`config.mk`:
```
export PLATFORM = sky130hd
export DESIGN_NAME = line_rect_raster_engine
export DESIGN_NICKNAME = d
export VERILOG_FILES = /design/src/lrre_pkg.sv /design/src/lrre_shape_core.sv /design/src/lrre_pixel_fmt.sv /design/src/line_rect_raster_engine.sv
export VERILOG_INCLUDE_DIRS = /design/src /design/src/src
export SDC_FILE = /design/constraint.sdc
export NUM_CORES = 1
export LEC_CHECK = 0
export BUFFER_PORTS_ARGS = -buffer_cell sky130_fd_sc_hd__buf_2
export CAP_MARGIN = 20
export CORE_MARGIN = 2
export CORE_UTILIZATION = 60
export CTS_CLUSTER_DIAMETER = 50
export DETAILED_ROUTE_END_ITERATION = 8
export GPL_TIMING_DRIVEN = 0
export MAX_ROUTING_LAYER = met4
export PLACE_DENSITY = 0.81
export SLEW_MARGIN = 20
export SYNTH_ARGS = -nofsm -noshare
export SYNTH_HDL_FRONTEND = slang
export SYNTH_SLANG_ARGS = --single-unit
```
`constraint.sdc`:
```
create_clock -name i_clk -period 26.2 [get_ports i_clk]
set_input_delay 2.62 -clock i_clk [delete_from_list [all_inputs] [get_ports i_clk]]
set_output_delay 2.62 -clock i_clk [all_outputs]
set_load 0.03 [all_outputs]
```
`src/line_rect_raster_engine_defines.svh`:
```
// assertion macros for the line and rectangle raster engine
`ifndef LINE_RECT_RASTER_ENGINE_DEFINES_SVH
`define LINE_RECT_RASTER_ENGINE_DEFINES_SVH

// same-cycle implication, sampled on i_clk, off while i_rst_n is low
`define LRRE_ASSERT_IMP(lbl, ante, cons) \
    lbl: assert property (@(posedge i_clk) disable iff (!i_rst_n) (ante) |-> (cons)) \
        else $error("lrre assertion failed");

// next-cycle implication, sampled on i_clk, off while i_rst_n is low
`define LRRE_ASSERT_NXT(lbl, ante, cons) \
    lbl: assert property (@(posedge i_clk) disable iff (!i_rst_n) (ante) |=> (cons)) \
        else $error("lrre assertion failed");

`endif

```
`src/lrre_pkg.sv`:
```
// shared types and constants of the line and rectangle raster engine
`timescale 1ns / 1ps
`default_nettype none

package lrre_pkg;

    localparam int COORD_BITS_DEF = 16;

    localparam int SCREEN_W_LO = 320;
    localparam int SCREEN_H_LO = 240;
    localparam int SCREEN_W_HI = 640;
    localparam int SCREEN_H_HI = 480;

    localparam logic [7:0] MASK_565_RB = 8'hF8;
    localparam logic [7:0] MASK_565_G  = 8'hFC;
    localparam logic [7:0] MASK_332_RG = 8'hE0;

    typedef enum logic [1:0] {
        CMD_PIXEL = 2'd0,
        CMD_LINE  = 2'd1,
        CMD_RECT  = 2'd2,
        CMD_STEP  = 2'd3
    } t_cmd;

    localparam logic [2:0] MODE_640   = 3'd2;
    localparam logic [2:0] MODE_DBL8  = 3'd3;
    localparam logic [2:0] MODE_DBL16 = 3'd4;
    localparam logic [2:0] MODE_RESET = 3'd1;

    localparam logic [2:0] CFG_DISPLAY_MODE = 3'd0;
    localparam logic [2:0] CFG_DRAW_BUFFER  = 3'd1;
    localparam logic [2:0] CFG_COLOUR_RED   = 3'd2;
    localparam logic [2:0] CFG_COLOUR_GREEN = 3'd3;
    localparam logic [2:0] CFG_COLOUR_BLUE  = 3'd4;

    typedef struct packed {
        logic [1:0]         cmd;
        logic signed [15:0] xa;
        logic signed [15:0] ya;
        logic signed [15:0] xb;
        logic signed [15:0] yb;
    } t_in_item;

    typedef struct packed {
        logic               write_valid;
        logic signed [15:0] pos_x;
        logic signed [15:0] pos_y;
        logic               buffer_select;
        logic [18:0]        pixel_index;
        logic [15:0]        pixel_value;
        logic               shape_done;
    } t_out_item;

    typedef struct packed {
        logic [2:0] display_mode;
        logic       draw_buffer;
        logic [7:0] colour_red;
        logic [7:0] colour_green;
        logic [7:0] colour_blue;
    } t_cfg;

    // position handed from the shape walker to the pixel formatter
    typedef struct packed {
        logic signed [15:0] x;
        logic signed [15:0] y;
        logic               done;
        logic               blank;
    } t_pos;

endpackage

`default_nettype wire

```
`src/lrre_shape_core.sv`:
```
// shape walker: pixel, bresenham line and rectangle position state
`timescale 1ns / 1ps
`default_nettype none

module lrre_shape_core #(
    parameter int COORD_BITS = lrre_pkg::COORD_BITS_DEF
) (
    input  wire logic              i_clk,
    input  wire logic              i_rst_n,
    input  wire logic              i_fire,
    input  wire lrre_pkg::t_in_item i_item,
    input  wire lrre_pkg::t_cfg     i_cfg,
    output lrre_pkg::t_pos          o_pos
);
    import lrre_pkg::*;

    localparam int C = COORD_BITS;
    localparam int W = COORD_BITS + 3;

    typedef enum logic [1:0] {
        KIND_IDLE = 2'd0,
        KIND_LINE = 2'd1,
        KIND_RECT = 2'd2
    } t_kind;

    t_kind                  r_kind,  n_kind;
    logic signed [C-1:0]    r_cur_x, n_cur_x;
    logic signed [C-1:0]    r_cur_y, n_cur_y;
    logic signed [C:0]      r_end_x, n_end_x;
    logic signed [C:0]      r_end_y, n_end_y;
    logic signed [C+1:0]    r_err,   n_err;
    logic signed [C:0]      r_dx,    n_dx;
    logic signed [C:0]      r_dy,    n_dy;
    logic                   r_sxn,   n_sxn;
    logic                   r_syn,   n_syn;
    logic signed [C-1:0]    r_left,  n_left;

    logic signed [C-1:0] xa_c, ya_c, xb_c, yb_c;
    logic signed [W-1:0] xa_w, ya_w, xb_w, yb_w;
    logic signed [W-1:0] scr_w, scr_h;
    logic                use_start;

    // line source and step
    logic signed [W-1:0] ddx, ddy;
    logic signed [W-1:0] ls_cx, ls_cy, ls_ex, ls_ey, ls_dx, ls_dy, ls_err;
    logic                ls_sxn, ls_syn;
    logic signed [W-1:0] e2, l_nerr, l_nx, l_ny;
    logic                l_c1, l_c2, l_done;

    // rectangle source and step
    logic signed [W-1:0] sum_x, sum_y, st_ex, st_ey;
    logic                rect_empty;
    logic signed [W-1:0] rs_cx, rs_cy, rs_ex, rs_ey, rs_left;
    logic signed [W-1:0] r_nx, r_ny1, r_ncx, r_ncy;
    logic                r_wrap, r_done;

    logic signed [W-1:0] p_x, p_y;
    logic                p_done, p_blank;

    assign xa_c = i_item.xa[C-1:0];
    assign ya_c = i_item.ya[C-1:0];
    assign xb_c = i_item.xb[C-1:0];
    assign yb_c = i_item.yb[C-1:0];
    assign xa_w = W'(xa_c);
    assign ya_w = W'(ya_c);
    assign xb_w = W'(xb_c);
    assign yb_w = W'(yb_c);

    assign scr_w = (i_cfg.display_mode == MODE_640) ? W'(SCREEN_W_HI) : W'(SCREEN_W_LO);
    assign scr_h = (i_cfg.display_mode == MODE_640) ? W'(SCREEN_H_HI) : W'(SCREEN_H_LO);

    assign use_start = (i_item.cmd != CMD_STEP);

    always_comb begin
        ddx = xb_w - xa_w;
        ddy = yb_w - ya_w;
        if (use_start) begin
            ls_cx  = xa_w;
            ls_cy  = ya_w;
            ls_ex  = xb_w;
            ls_ey  = yb_w;
            ls_dx  = (ddx < 0) ? -ddx : ddx;
            ls_dy  = (ddy < 0) ? -ddy : ddy;
            ls_sxn = !(xa_w < xb_w);
            ls_syn = !(ya_w < yb_w);
            ls_err = ls_dx - ls_dy;
        end else begin
            ls_cx  = W'(r_cur_x);
            ls_cy  = W'(r_cur_y);
            ls_ex  = W'(r_end_x);
            ls_ey  = W'(r_end_y);
            ls_dx  = W'(r_dx);
            ls_dy  = W'(r_dy);
            ls_sxn = r_sxn;
            ls_syn = r_syn;
            ls_err = W'(r_err);
        end
        l_done = (ls_cx == ls_ex) && (ls_cy == ls_ey);
        e2     = ls_err <<< 1;
        l_c1   = (e2 >= -ls_dy);
        l_c2   = (e2 <= ls_dx);
        l_nerr = ls_err - (l_c1 ? ls_dy : W'(0)) + (l_c2 ? ls_dx : W'(0));
        l_nx   = l_c1 ? (ls_sxn ? ls_cx - W'(1) : ls_cx + W'(1)) : ls_cx;
        l_ny   = l_c2 ? (ls_syn ? ls_cy - W'(1) : ls_cy + W'(1)) : ls_cy;
    end

    always_comb begin
        sum_x      = xa_w + xb_w;
        sum_y      = ya_w + yb_w;
        st_ex      = (sum_x > scr_w) ? scr_w : sum_x;
        st_ey      = (sum_y > scr_h) ? scr_h : sum_y;
        rect_empty = (xa_w >= st_ex) || (ya_w >= st_ey);
        if (use_start) begin
            rs_cx   = xa_w;
            rs_cy   = ya_w;
            rs_ex   = st_ex;
            rs_ey   = st_ey;
            rs_left = xa_w;
        end else begin
            rs_cx   = W'(r_cur_x);
            rs_cy   = W'(r_cur_y);
            rs_ex   = W'(r_end_x);
            rs_ey   = W'(r_end_y);
            rs_left = W'(r_left);
        end
        r_nx   = rs_cx + W'(1);
        r_ny1  = rs_cy + W'(1);
        r_wrap = (r_nx >= rs_ex);
        r_done = r_wrap && (r_ny1 >= rs_ey);
        r_ncx  = r_wrap ? rs_left : r_nx;
        r_ncy  = r_wrap ? r_ny1 : rs_cy;
    end

    always_comb begin
        n_kind  = r_kind;
        n_cur_x = r_cur_x;
        n_cur_y = r_cur_y;
        n_end_x = r_end_x;
        n_end_y = r_end_y;
        n_err   = r_err;
        n_dx    = r_dx;
        n_dy    = r_dy;
        n_sxn   = r_sxn;
        n_syn   = r_syn;
        n_left  = r_left;
        p_x     = xa_w;
        p_y     = ya_w;
        p_done  = 1'b1;
        p_blank = 1'b0;

        // state for a line position
        if ((i_item.cmd == CMD_LINE) || ((i_item.cmd == CMD_STEP) && (r_kind == KIND_LINE))) begin
            n_cur_x = C'(l_nx);
            n_cur_y = C'(l_ny);
            n_end_x = (C+1)'(ls_ex);
            n_end_y = (C+1)'(ls_ey);
            n_dx    = (C+1)'(ls_dx);
            n_dy    = (C+1)'(ls_dy);
            n_sxn   = ls_sxn;
            n_syn   = ls_syn;
            n_err   = (C+2)'(l_nerr);
            n_kind  = l_done ? KIND_IDLE : KIND_LINE;
        end

        unique case (i_item.cmd)
            CMD_PIXEL: begin
                p_x    = xa_w;
                p_y    = ya_w;
                p_done = 1'b1;
            end
            CMD_LINE: begin
                p_x    = ls_cx;
                p_y    = ls_cy;
                p_done = l_done;
            end
            CMD_RECT: begin
                if (rect_empty) begin
                    p_x     = xa_w;
                    p_y     = ya_w;
                    p_done  = 1'b1;
                    p_blank = 1'b1;
                    n_kind  = KIND_IDLE;
                end else begin
                    p_x     = rs_cx;
                    p_y     = rs_cy;
                    p_done  = r_done;
                    n_cur_x = C'(r_ncx);
                    n_cur_y = C'(r_ncy);
                    n_end_x = (C+1)'(rs_ex);
                    n_end_y = (C+1)'(rs_ey);
                    n_left  = C'(rs_left);
                    n_kind  = r_done ? KIND_IDLE : KIND_RECT;
                end
            end
            CMD_STEP: begin
                unique case (r_kind)
                    KIND_LINE: begin
                        p_x    = ls_cx;
                        p_y    = ls_cy;
                        p_done = l_done;
                    end
                    KIND_RECT: begin
                        p_x     = rs_cx;
                        p_y     = rs_cy;
                        p_done  = r_done;
                        n_cur_x = C'(r_ncx);
                        n_cur_y = C'(r_ncy);
                        n_kind  = r_done ? KIND_IDLE : KIND_RECT;
                    end
                    default: begin
                        p_x     = W'(0);
                        p_y     = W'(0);
                        p_done  = 1'b1;
                        p_blank = 1'b1;
                        n_kind  = KIND_IDLE;
                    end
                endcase
            end
        endcase
    end

    assign o_pos.x     = 16'(p_x);
    assign o_pos.y     = 16'(p_y);
    assign o_pos.done  = p_done;
    assign o_pos.blank = p_blank;

    always_ff @(posedge i_clk) begin
        if (!i_rst_n) begin
            r_kind  <= KIND_IDLE;
            r_cur_x <= '0;
            r_cur_y <= '0;
            r_end_x <= '0;
            r_end_y <= '0;
            r_err   <= '0;
            r_dx    <= '0;
            r_dy    <= '0;
            r_sxn   <= 1'b0;
            r_syn   <= 1'b0;
            r_left  <= '0;
        end else if (i_fire) begin
            r_kind  <= n_kind;
            r_cur_x <= n_cur_x;
            r_cur_y <= n_cur_y;
            r_end_x <= n_end_x;
            r_end_y <= n_end_y;
            r_err   <= n_err;
            r_dx    <= n_dx;
            r_dy    <= n_dy;
            r_sxn   <= n_sxn;
            r_syn   <= n_syn;
            r_left  <= n_left;
        end
    end

endmodule

`default_nettype wire

```
`src/lrre_pixel_fmt.sv`:
```
// pixel formatter: clipping, framebuffer index, buffer and colour packing
`timescale 1ns / 1ps
`default_nettype none

module lrre_pixel_fmt (
    input  wire lrre_pkg::t_cfg i_cfg,
    input  wire lrre_pkg::t_pos i_pos,
    output lrre_pkg::t_out_item o_item
);
    import lrre_pkg::*;

    logic               wide;
    logic signed [15:0] scr_w, scr_h;
    logic               on_screen;
    logic [18:0]        row_w;
    logic [18:0]        index;
    logic [15:0]        colour;
    logic               dbl;

    assign wide      = (i_cfg.display_mode == MODE_640);
    assign scr_w     = wide ? 16'(SCREEN_W_HI) : 16'(SCREEN_W_LO);
    assign scr_h     = wide ? 16'(SCREEN_H_HI) : 16'(SCREEN_H_LO);
    assign on_screen = !i_pos.blank && (i_pos.x >= 0) && (i_pos.y >= 0)
                       && (i_pos.x < scr_w) && (i_pos.y < scr_h);

    // x below 640 and y below 480 whenever the index is used
    assign row_w = 19'(scr_w[9:0]);
    assign index = 19'(i_pos.y[8:0]) * row_w + 19'(i_pos.x[9:0]);

    assign dbl = (i_cfg.display_mode == MODE_DBL8) || (i_cfg.display_mode == MODE_DBL16);

    always_comb begin
        if (i_cfg.display_mode == MODE_DBL16) begin
            colour = {i_cfg.colour_red[7:3] & MASK_565_RB[7:3],
                      i_cfg.colour_green[7:2] & MASK_565_G[7:2],
                      i_cfg.colour_blue[7:3]};
        end else begin
            colour = {8'h00,
                      i_cfg.colour_red[7:5] & MASK_332_RG[7:5],
                      i_cfg.colour_green[7:5] & MASK_332_RG[7:5],
                      i_cfg.colour_blue[7:6]};
        end
    end

    assign o_item.write_valid   = on_screen;
    assign o_item.pos_x         = i_pos.x;
    assign o_item.pos_y         = i_pos.y;
    assign o_item.buffer_select = on_screen && dbl && i_cfg.draw_buffer;
    assign o_item.pixel_index   = on_screen ? index : '0;
    assign o_item.pixel_value   = on_screen ? colour : '0;
    assign o_item.shape_done    = i_pos.done;

endmodule

`default_nettype wire

```
`src/line_rect_raster_engine.sv`:
```
// top level of the line and rectangle raster engine
`timescale 1ns / 1ps
`default_nettype none
`include "line_rect_raster_engine_defines.svh"

// Takes one command per clock (pixel, line start, rectangle start, step) and
// returns exactly one framebuffer write descriptor per command. Commands land
// in an input register, then the shape walker and pixel formatter compute the
// result into the output register while the walker's position registers
// advance. Throughput is one item per clock while i_out_stall is low; the
// limit is the per-item update of the line error term and rectangle position.
// i_in_valid/o_in_stall and o_out_valid/i_out_stall move one item per transfer.
// Configuration writes through i_cfg_we take effect on the next item processed.

module line_rect_raster_engine #(
    parameter int COORD_BITS = lrre_pkg::COORD_BITS_DEF
) (
    input  wire logic                i_clk,
    input  wire logic                i_rst_n,
    input  wire logic                i_in_valid,
    output logic                     o_in_stall,
    input  wire lrre_pkg::t_in_item  i_in_item,
    output logic                     o_out_valid,
    input  wire logic                i_out_stall,
    output lrre_pkg::t_out_item      o_out_item,
    input  wire logic                i_cfg_we,
    input  wire logic [2:0]          i_cfg_index,
    input  wire logic [7:0]          i_cfg_data
);
    import lrre_pkg::*;

    logic      r_in_valid;
    t_in_item  r_in_item;
    logic      r_out_valid;
    t_out_item r_out_item;
    t_cfg      r_cfg;

    logic      out_free;
    logic      fire;
    logic      in_take;
    t_pos      pos;
    t_out_item fmt_item;
    logic      out_zero;

    assign out_free   = !r_out_valid || !i_out_stall;
    assign fire       = r_in_valid && out_free;
    assign o_in_stall = r_in_valid && !out_free;
    assign in_take    = i_in_valid && !o_in_stall;

    assign o_out_valid = r_out_valid;
    assign o_out_item  = r_out_item;

    lrre_shape_core #(
        .COORD_BITS(COORD_BITS)
    ) u_shape (
        .i_clk   (i_clk),
        .i_rst_n (i_rst_n),
        .i_fire  (fire),
        .i_item  (r_in_item),
        .i_cfg   (r_cfg),
        .o_pos   (pos)
    );

    lrre_pixel_fmt u_fmt (
        .i_cfg  (r_cfg),
        .i_pos  (pos),
        .o_item (fmt_item)
    );

    always_ff @(posedge i_clk) begin
        if (!i_rst_n) begin
            r_in_valid  <= 1'b0;
            r_out_valid <= 1'b0;
        end else begin
            if (in_take) begin
                r_in_valid <= 1'b1;
            end else if (fire) begin
                r_in_valid <= 1'b0;
            end
            if (fire) begin
                r_out_valid <= 1'b1;
            end else if (!i_out_stall) begin
                r_out_valid <= 1'b0;
            end
        end
    end

    always_ff @(posedge i_clk) begin
        if (in_take) begin
            r_in_item <= i_in_item;
        end
        if (fire) begin
            r_out_item <= fmt_item;
        end
    end

    always_ff @(posedge i_clk) begin
        if (!i_rst_n) begin
            r_cfg.display_mode <= MODE_RESET;
            r_cfg.draw_buffer  <= 1'b0;
            r_cfg.colour_red   <= 8'hFF;
            r_cfg.colour_green <= 8'hFF;
            r_cfg.colour_blue  <= 8'hFF;
        end else if (i_cfg_we) begin
            unique case (i_cfg_index)
                CFG_DISPLAY_MODE: r_cfg.display_mode <= i_cfg_data[2:0];
                CFG_DRAW_BUFFER:  r_cfg.draw_buffer  <= i_cfg_data[0];
                CFG_COLOUR_RED:   r_cfg.colour_red   <= i_cfg_data;
                CFG_COLOUR_GREEN: r_cfg.colour_green <= i_cfg_data;
                CFG_COLOUR_BLUE:  r_cfg.colour_blue  <= i_cfg_data;
                default: begin
                end
            endcase
        end
    end

    assign out_zero = (o_out_item.pixel_index == '0) && (o_out_item.pixel_value == '0)
                      && !o_out_item.buffer_select;

    `LRRE_ASSERT_IMP(a_stall_needs_full_out, o_in_stall, r_out_valid && r_in_valid)
    `LRRE_ASSERT_NXT(a_fire_fills_out, fire, o_out_valid)
    `LRRE_ASSERT_NXT(a_out_drains, o_out_valid && !i_out_stall && !r_in_valid, !o_out_valid)
    `LRRE_ASSERT_IMP(a_clipped_is_zero, o_out_valid && !o_out_item.write_valid, out_zero)

endmodule

`default_nettype wire
```
==> impl_metrics.py <==
metrics = {
    "cts": {
        "cts_tree": "done",
        "numClockSinks": 296,
        "cts-hold-fix-buffers": 0,
        "clock_tree.buffer_depth": 3,
        "cts.reportedPaths.clkPinSlew_ps": 60,
        "cts_buffers": 43,
        "htree_levels": 2,
        "ctsResizeCount": 0,
        "post-cts-setup-buffer-count": 0,
        "cts-root-buf": "clkbuf_16",
        "clock_latency_ps": 610,
    },
    "logic_synthesis": {
        "synth_area_um2": 26700,
        "ys_seq_area_share_pct": 27.3,
        "yosysWarnings": 0,
        "ys_ff_latch": 296,
        "synth_cell_type_count": 101,
        "synth_edf_count": 136,
        "synthArstFlopShare_pct": 0,
        "synth_cells": 3254,
        "ys.flop_type": "dfxtp_1",
        "syn_area_per_cell_um2": 8.21,
    },
    "finish": {
        "final_area_um2": 29800,
        "drive_gt1_share_pct": 9.75,
        "nNetsFinal": 3854,
        "area_growth_pct": 11.8,
        "finalNonFillerCells": 4092,
    },
    "timing": {
        "post-route-period-util_pct": 54.3,
        "fin_skew_ps": 14.3,
        "layout_setup_ws_ps": 11980,
        "max_freq_mhz": 70.3,
        "hold_violations": 0,
        "setup_viol_count_final": 0,
        "grt_setup_unrepaired": "false",
        "fin_crit_ps": 14220,
        "drv_slew": 0,
        "setup_tns_ps": 0,
        "slew_headroom_pct": 13.6,
        "whs_ps": 458,
        "tightest_slew_ps": 1300,
    },
    "worst_setup_path": {
        "reg2reg_to": "u_shape.r_err[17]",
        "critical-path-max-stage-delay_ps": 770,
        "cp_max_fo": 10,
        "critPathLaunchType": "flip-flop",
        "cp-startpoint": "r_in_item[16]",
        "critPathCapture": "u_shape.r_err[17]",
        "worstPathArrival_ps": 14670,
        "crit_path_end_kind": "flip-flop",
        "worstSetupPathType": "reg -> reg",
        "reg2regPathDepth": 45,
        "worstPathRequired_ps": 26650,
        "reg2reg_slack_ps": 11980,
        "rr_startpoint": "r_in_item[16]",
        "cp_slowest_cell": "o311ai_0",
    },
    "global_route": {
        "grt_max_degree": 42,
        "grt.overflow.total": 0,
        "grt_usage_pct": 50.1,
        "grt_pass1_vias": 26800,
        "antenna_found_initial": 3,
        "grt_pass1_wl_um": 168000,
    },
    "placed_design": {
        "dp.cells": 4006,
        "port-buffer-count": 153,
        "pre_cts_ws_ps": 12760,
        "gp_congestion": 1.09,
        "placed_cell_area_um2": 28300,
        "hpwl_um": 89100,
    },
    "floorplanning": {
        "initial_utilization_pct": 60.7,
        "fp.dieW_um": 215,
        "ios": 154,
        "num_rows": 77,
        "core_um2": 44000,
        "die-area_um2": 46200,
        "die_h_um": 215,
    },
    "detailed_routing": {
        "drc": 0,
        "postRouteAntennaNets": 0,
        "vias": 28500,
        "routed_wirelength_um": 116000,
        "drt_first_pass_iters": 8,
        "routedWlPerCell_um": 28.3,
        "drt_iter0_markers": 4795,
        "via_per_inst": 6.97,
    },
    "min_path": {
        "min_path_type": "reg -> reg",
    },
    "pwr": {
        "ir_worst_vdd_v": 0.000174,
        "p_per_area_nw_per_um2": 93.9,
        "power.leakage_uw": 0.0126,
    },
    "run_status": {
        "status": "finished clean",
    },
    "run": {
        "cap_violations": 0,
    },
}
-- stage by stage --
stage | total power (uW) | utilization [%]
6_report | 2800 | 67.8
5_1_grt | 2950 | 67.8
4_1_cts | 2730 | 67.7
3_5_place_dp | 2090 | 64.3
3_3_place_gp | 2030 | 64.1
2_1_floorplan | 1680 | -
-- Yosys cell counts (74+ instances only) --
| library cell | n | area (um2) |
|---|---|---|
| mux2i_1 | 93 | 931 |
| ha_1 | 279 | 3490 |
| dfxtp_1 | 160 | 3200 |
| inv_1 | 190 | 713 |
| a21oi_1 | 235 | 1180 |
| clkbuf_1 | 118 | 443 |
| edfxtp_1 | 136 | 4080 |
| nand3_1 | 74 | 370 |
| nor2_1 | 327 | 1230 |
| nand2_1 | 326 | 1220 |
| xnor2_1 | 142 | 1240 |
| o21ai_0 | 164 | 821 |
-- cells by family after synthesis --
logic type	after synthesis	share of synthesized area [%]
XOR/XNOR	215	7.05
buffers and inverters	355	5.19
flip-flops	296	27.3
AO/OA/AOI/OAI	877	21.8
adder cells (fa/ha/maj)	309	15.3
multiplexers	101	3.82
AND/OR/NAND/NOR	1099	19.5
other	2	0.0281
-- registers in the layout, summed over array words and instances, names as in the netlist, 2 cells and up --
signal	flops
o_out_item	70
r_cfg	20
r_in_item	66
u_shape.r_cur_x	16
u_shape.r_cur_y	16
u_shape.r_dx	17
u_shape.r_dy	17
u_shape.r_end_x	17
u_shape.r_end_y	17
u_shape.r_err	18
u_shape.r_kind	2
u_shape.r_left	16
-- final cells by class --
class / instances / area, um2
Inverter: 192 / 721
Timing Repair Buffer: 161 / 867
Clock buffer: 51 / 1170
Antenna cell: 3 / 7.51
Multi-Input combinational cell: 2606 / 18100
Buffer: 163 / 671
Tap cell: 592 / 741
Sequential cell: 296 / 7290
Clock inverter: 28 / 308
Fill cell: 3619 / 14200
-- worst max-delay path: cells and delay by family, from the launching register on --
family / cells / cell delay (ps)
compound gates: 26 / 7760
fa+ha+maj: 6 / 2210
buf+inv: 7 / 2090
simple gates: 4 / 720
mux: 1 / 670
flops: 1 / 470
xor+xnor: 1 / 170
-- layer usage --
metal / wire (um) / up-vias / global-route usage [%]
li1: - / 12200 / -
met4: 8890 / 0 / 30.9
met2: 47000 / 2366 / 70.7
met3: 17300 / 576 / 16.1
met1: 42800 / 13400 / 61.9
met5: 0 / - / -
-- how the worst min path moves through the flow --
stage,from,depth (start not counted),endpoint,slack (ps)
after floorplan,u_shape.r_err[5],2,u_shape.r_err[5],430
after global placement,u_shape.r_dy[6],2,u_shape.r_dy[6],440
after detailed placement,u_shape.r_left[5],2,u_shape.r_left[5],450
after CTS,u_shape.r_left[5],2,u_shape.r_left[5],460
after global routing,u_shape.r_left[13],2,u_shape.r_left[13],470
final,u_shape.r_err[0],2,u_shape.r_err[0],460
-- where the power goes --
group	internal [uW]	leakage (uW)	switching, uW
clock network	357	0.000711	259
logic	613	0.00926	1030
registers	514	0.00260	31.4
total	1480	0.0126	1320
-- cell usage in the layout, fill, tap and decap left out, types with 43 or more instances in the layout --
cell and count:
inv_1 190, o211ai_1 43, clkbuf_1 120, nand2_1 326, buf_2 175, nor2_1 326, a21o_1 68, edfxtp_1 136
xor2_1 73, a211oi_1 59, nand4_1 46, xnor2_1 142, ha_1 279, clkbuf_16 45, mux2i_1 92, nor3_1 63
o21ai_0 164, a21oi_1 234, dfxtp_1 160, nand3_1 74
Power figures use the tool's default switching activity.
